==> src/design/hws_pkg.sv <==
// Shared types, constants and saturation helpers for the Holt-Winters step unit.
package hws_pkg;

  localparam int SampleW = 16;
  localparam int XW = SampleW + 8;
  localparam int StateW = 32;
  localparam int DevW = 31;
  localparam int GainW = 17;
  localparam int LenW = 7;
  localparam int CfgIdxW = 3;
  localparam int RingW = DevW + StateW;
  localparam int BlendInW = 34;
  localparam int ProdW = BlendInW + 1 + GainW + 1;
  localparam int SumW = ProdW + 1;
  localparam int ResW = SumW - 16;
  localparam int DefaultMaxSeason = 64;

  localparam logic [GainW-1:0] GainOne = 17'd65536;
  localparam logic [GainW-1:0] GainReset = 17'd32768;

  localparam logic [CfgIdxW-1:0] CfgLevelGain = 3'd0;
  localparam logic [CfgIdxW-1:0] CfgTrendGain = 3'd1;
  localparam logic [CfgIdxW-1:0] CfgSeasonGain = 3'd2;
  localparam logic [CfgIdxW-1:0] CfgSeasonLength = 3'd3;

  typedef enum logic [3:0] {
    StClear,
    StIdle,
    StRead,
    StLevel,
    StDev,
    StWaitLevel,
    StSeason,
    StTrend,
    StWaitSeason,
    StFinish
  } ctrl_state_e;

  typedef enum logic [1:0] {
    OpLevel,
    OpDev,
    OpSeason,
    OpTrend
  } blend_op_e;

  typedef struct packed {
    logic      clr_step;
    logic      load_in;
    logic      rd_next;
    logic      cap_old;
    logic      cap_next;
    logic      issue;
    blend_op_e op;
    logic      cap_lvl;
    logic      cap_dev;
    logic      cap_sea;
    logic      fin;
  } hws_cmd_t;

  typedef struct packed {
    logic cfg_hit;
    logic clr_last;
    logic out_free;
  } hws_stat_t;

  function automatic logic signed [StateW-1:0] sat32(input logic signed [ResW-1:0] v);
    logic fits;
    fits = (&v[ResW-1:StateW-1]) || !(|v[ResW-1:StateW-1]);
    if (fits) begin
      return v[StateW-1:0];
    end else if (v[ResW-1]) begin
      return {1'b1, {(StateW-1){1'b0}}};
    end else begin
      return {1'b0, {(StateW-1){1'b1}}};
    end
  endfunction

  function automatic logic [DevW-1:0] sat_dev(input logic signed [ResW-1:0] v);
    if (v[ResW-1]) begin
      return '0;
    end else if (|v[ResW-2:DevW]) begin
      return {DevW{1'b1}};
    end else begin
      return v[DevW-1:0];
    end
  endfunction

endpackage

==> src/design/hws_ctrl.sv <==
// Controller state machine that runs the ring clearing pass and sequences one sample through the datapath.
module hws_ctrl (
  input  logic                clk_i,
  input  logic                rst_ni,
  input  logic                in_valid_i,
  output logic                in_ready_o,
  input  hws_pkg::hws_stat_t  stat_i,
  output hws_pkg::hws_cmd_t   cmd_o
);

  hws_pkg::ctrl_state_e state_q, state_d;

  always_ff @(posedge clk_i or negedge rst_ni) begin
    if (!rst_ni) begin
      state_q <= hws_pkg::StClear;
    end else begin
      state_q <= state_d;
    end
  end

  always_comb begin
    state_d = state_q;
    case (state_q)
      hws_pkg::StClear:      if (stat_i.clr_last) state_d = hws_pkg::StIdle;
      hws_pkg::StIdle:       if (in_valid_i) state_d = hws_pkg::StRead;
      hws_pkg::StRead:       state_d = hws_pkg::StLevel;
      hws_pkg::StLevel:      state_d = hws_pkg::StDev;
      hws_pkg::StDev:        state_d = hws_pkg::StWaitLevel;
      hws_pkg::StWaitLevel:  state_d = hws_pkg::StSeason;
      hws_pkg::StSeason:     state_d = hws_pkg::StTrend;
      hws_pkg::StTrend:      state_d = hws_pkg::StWaitSeason;
      hws_pkg::StWaitSeason: state_d = hws_pkg::StFinish;
      hws_pkg::StFinish:     if (stat_i.out_free) state_d = hws_pkg::StIdle;
      default:               state_d = hws_pkg::StClear;
    endcase
    if (stat_i.cfg_hit) begin
      state_d = hws_pkg::StClear;
    end
  end

  always_comb begin
    cmd_o      = '0;
    cmd_o.op   = hws_pkg::OpLevel;
    in_ready_o = 1'b0;
    case (state_q)
      hws_pkg::StClear: begin
        cmd_o.clr_step = 1'b1;
      end
      hws_pkg::StIdle: begin
        in_ready_o    = 1'b1;
        cmd_o.load_in = in_valid_i;
      end
      hws_pkg::StRead: begin
        cmd_o.rd_next = 1'b1;
        cmd_o.cap_old = 1'b1;
      end
      hws_pkg::StLevel: begin
        cmd_o.cap_next = 1'b1;
        cmd_o.issue    = 1'b1;
        cmd_o.op       = hws_pkg::OpLevel;
      end
      hws_pkg::StDev: begin
        cmd_o.issue = 1'b1;
        cmd_o.op    = hws_pkg::OpDev;
      end
      hws_pkg::StWaitLevel: begin
        cmd_o.cap_lvl = 1'b1;
      end
      hws_pkg::StSeason: begin
        cmd_o.issue   = 1'b1;
        cmd_o.op      = hws_pkg::OpSeason;
        cmd_o.cap_dev = 1'b1;
      end
      hws_pkg::StTrend: begin
        cmd_o.issue = 1'b1;
        cmd_o.op    = hws_pkg::OpTrend;
      end
      hws_pkg::StWaitSeason: begin
        cmd_o.cap_sea = 1'b1;
      end
      hws_pkg::StFinish: begin
        cmd_o.fin = stat_i.out_free;
      end
      default: begin
        cmd_o.clr_step = 1'b0;
      end
    endcase
  end

endmodule

==> config.mk <==
export PLATFORM = sky130hd
export DESIGN_NAME = hws_ctrl
export DESIGN_NICKNAME = d
export VERILOG_FILES = /design/src/design/hws_pkg.sv /design/src/design/hws_ctrl.sv
export SDC_FILE = /design/constraint.sdc
export NUM_CORES = 1
export LEC_CHECK = 0
export ABC_AREA = 1
export BUFFER_PORTS_ARGS = -buffer_cell sky130_fd_sc_hd__buf_2
export CAP_MARGIN = 25
export CORE_AREA = 2 2 39 41
export DETAILED_ROUTE_END_ITERATION = 10
export DIE_AREA = 0 0 41 43
export GPL_ROUTABILITY_DRIVEN = 0
export PLACE_DENSITY_LB_ADDON = 0.25
export SLEW_MARGIN = 20
export SYNTH_ARGS = -nofsm -noshare
export SYNTH_HDL_FRONTEND = slang
export SYNTH_SLANG_ARGS = --single-unit
==> constraint.sdc <==
create_clock -name clk_i -period 1.2 [get_ports clk_i]
set_clock_uncertainty 0.05 [all_clocks]
set_input_delay 0.18 -clock clk_i [delete_from_list [all_inputs] [get_ports clk_i]]
set_output_delay 0.18 -clock clk_i [all_outputs]
set_load 0.02 [all_outputs]
==> results.json <==
{
  "vias_per_cell": 4.53,
  "grt_pass1_vias": 455,
  "reg2reg_depth": 7,
  "cts.sinks": 4,
  "powerDensity_nw_per_um2": 1490,
  "fin_crit_ns": 1.45,
  "p_switching_w": 0.000453,
  "areaGrowthSynthToFinish_pct": 93.5,
  "initial_core_util_pct": 26.3,
  "cts_made_buffers": 3,
  "clk_latency_ns": 0.23,
  "ys_seq_area_share_pct": 27.5,
  "drc": 0,
  "port-buffer-count": 18,
  "required_ns": 0.97,
  "finalHoldViolCount": 0,
  "hold-path-endpoint": "state_q[2]$_DFFE_PN0P_",
  "ant_nets": 0,
  "combPwrFrac_pct": 64.1,
  "grt-ovfl-total": 0,
  "drv_cap": 0,
  "firstDrtPassIters": 4,
  "reg_top3": "state_q: 4 flops",
  "synth_area_sq_um": 364,
  "cts_buffer_depth": 2,
  "dieArea_sq_um": 1760,
  "die_w_microns": 41,
  "synthCells": 60,
  "drive_gt1_share_pct": 62.8,
  "htree_levels": 1,
  "power_leakage_nw": 0.389,
  "worstPathMaxFanout": 5,
  "path_class": "reg2out",
  "antenna_found_initial": 0,
  "io-pin-count": 19,
  "rsz0062_at_grt": "true",
  "dp_hpwl_microns": 856,
  "crit_path_end_kind": "output pin",
  "final_cell_mix": "buf_4 (22), nor2_1 (11), inv_1 (8)",
  "chipHeight_microns": 43,
  "utilization_pct": 50.9,
  "ys_types": 16,
  "critPathSlowestCell": "dfrtp_2",
  "wl_per_cell_microns": 10.3,
  "synth_top_flop_cell": "dfrtp_1",
  "holdPathStages": 2,
  "synth_nets": 66,
  "final_common_cell": "buf_4",
  "setup-violations-final": 15,
  "timing.final.crit_share_pct": 121,
  "cts_tree": "yes",
  "violations": "setup timing",
  "cp-start-kind": "register",
  "dpl_worst_slack_ns": -0.113,
  "pwr-share-clk_pct": 15.2,
  "grt_max_degree": 7,
  "ys.warnings.count": 0,
  "design_area_sq_um": 704,
  "slew_viol_final": 0,
  "ys_async_sr_fraction_pct": 100,
  "r2r_end": "state_q[0]$_DFFE_PN0P_",
  "hold_path_class": "in2reg",
  "syn_area_per_cell_sq_um": 6.07,
  "whs_ns": 0.130,
  "hold_path.startpoint": "stat_i[2]",
  "synth_edf_count": 0,
  "crit_chain": "nor2_4 -> inv_2 -> nor3_4 -> buf_6",
  "r2r_slack_ns": -0.10,
  "rows": 14,
  "outcome": "finished with violations",
  "clk_pin_slew_ns": 0.03,
  "slowest_delay_ns": 0.45,
  "vias": 498,
  "nets": 102,
  "grt_pass1_wl_microns": 1700,
  "fin_ws_ns": -0.253,
  "largest_reg_flops": 4,
  "reg2reg_from": "state_q[2]$_DFFE_PN0P_",
  "antenna_cells": 0,
  "cp.arrival_ns": 1.22,
  "coreArea_sq_um": 1380,
  "registers.top_by_ff_count": "state_q",
  "synth-seq-cells": 4,
  "seq_power_share_pct": 20.6,
  "vdd_ir_drop_max_v": 0.000557,
  "routed_wl_microns": 1130,
  "internal-power_w": 0.000597,
  "drtIter0Drc": 4,
  "cts-root-buf": "clkbuf_4",
  "tns_ns": -2.69,
  "placed_area_sq_um": 551,
  "max_freq_mhz": 688,
  "sw_frac_of_total_pct": 43.2,
  "slew_headroom_pct": 87.5,
  "grt_usage_pct": 14.0,
  "tightest_slew_ns": 0.187
}
[area by class of cell]
| class | instances | area (sq um) |
|---|---|---|
| Fill cell | 138 | 679 |
| Multi-Input combinational cell | 43 | 268 |
| Inverter | 12 | 45.0 |
| Timing Repair Buffer | 32 | 245 |
| Clock buffer | 3 | 22.5 |
| Sequential cell | 4 | 104 |
| Tap cell | 16 | 20.0 |
[timing repair]
item,4_1_cts,5_1_grt
pin swaps,2,2
endpoints found under the setup margin,15,16
gates resized for setup,24,10
buffers inserted,3,2
endpoints found under the hold margin,4,0
hold buffers,1,0
[cells by family (layout without fill, tap and decap cells)]
group / count (synthesis) / after routing / share of synthesized area [%]
AOI/OAI and AO/OA: 5 / 5 / 6.87
buffers and inverters: 13 / 47 / 14.4
DFF: 4 / 4 / 27.5
and+or+nand+nor: 38 / 38 / 51.2
[cells in the mapped netlist, types with 2 or more instances]
cell / instances / area [sq um]
nand3_1: 2 / 10.0
a21oi_1: 2 / 10.0
nand2_1: 10 / 37.5
nor3_1: 2 / 10.0
o21ai_0: 3 / 15.0
dfrtp_1: 4 / 100
nor2_1: 15 / 56.3
nand3_2: 3 / 30.0
inv_1: 11 / 41.3
nor2_2: 2 / 12.5
[power groups by stage]
stage               combinational, W  sequential, W  clock (W)
floorplan                   0.000330       0.000202          0
global placement            0.000557       0.000199          0
detailed placement          0.000555       0.000203          0
CTS                         0.000641       0.000214   0.000169
global route                0.000740       0.000221   0.000185
finish                      0.000674       0.000217   0.000160
[per-layer routing]
| metal | vias to the layer above | part of all wire (%) | track usage, % | wire [microns] |
|---|---|---|---|---|
| met5 | - | 0 | 0 | 0 |
| met2 | 16 | 59 | 26.3 | 665 |
| met1 | 225 | 35 | 14.1 | 396 |
| met4 | 0 | 2.4 | 6.00 | 27 |
| met3 | 4 | 4.0 | 1.57 | 45 |
| li1 | 253 | - | - | - |
[per-stage QoR]
step | power (W) | std cells
2_1_floorplan | 0.000532 | 60
3_3_place_gp | 0.000756 | 101
3_5_place_dp | 0.000758 | 101
4_1_cts | 0.00102 | 108
5_1_grt | 0.00115 | 110
6_report | 0.00105 | 110
[worst max-delay path, delay by kind of cell, from the launching register on]
family	cells	cell delay, ns
buffers and inverters	2	0.22
flip-flops	1	0.45
AND/OR/NAND/NOR	2	0.32
[how the worst max path moves through the flow]
stage | from | endpoint | slack [ns] | depth (start not counted)
after floorplan | state_q[2]$_DFFE_PN0P_ | cmd_o[9] | -0.13 | 4
after global placement | state_q[3]$_DFFE_PN0P_ | cmd_o[6] | -0.1 | 4
after detailed placement | state_q[3]$_DFFE_PN0P_ | cmd_o[6] | -0.11 | 4
after CTS | state_q[0]$_DFFE_PN0P_ | cmd_o[6] | -0.26 | 5
after global routing | state_q[2]$_DFFE_PN0P_ | cmd_o[9] | -0.31 | 4
final | state_q[2]$_DFFE_PN0P_ | cmd_o[9] | -0.25 | 4
No activity file was read; power rests on OpenSTA's default activity.
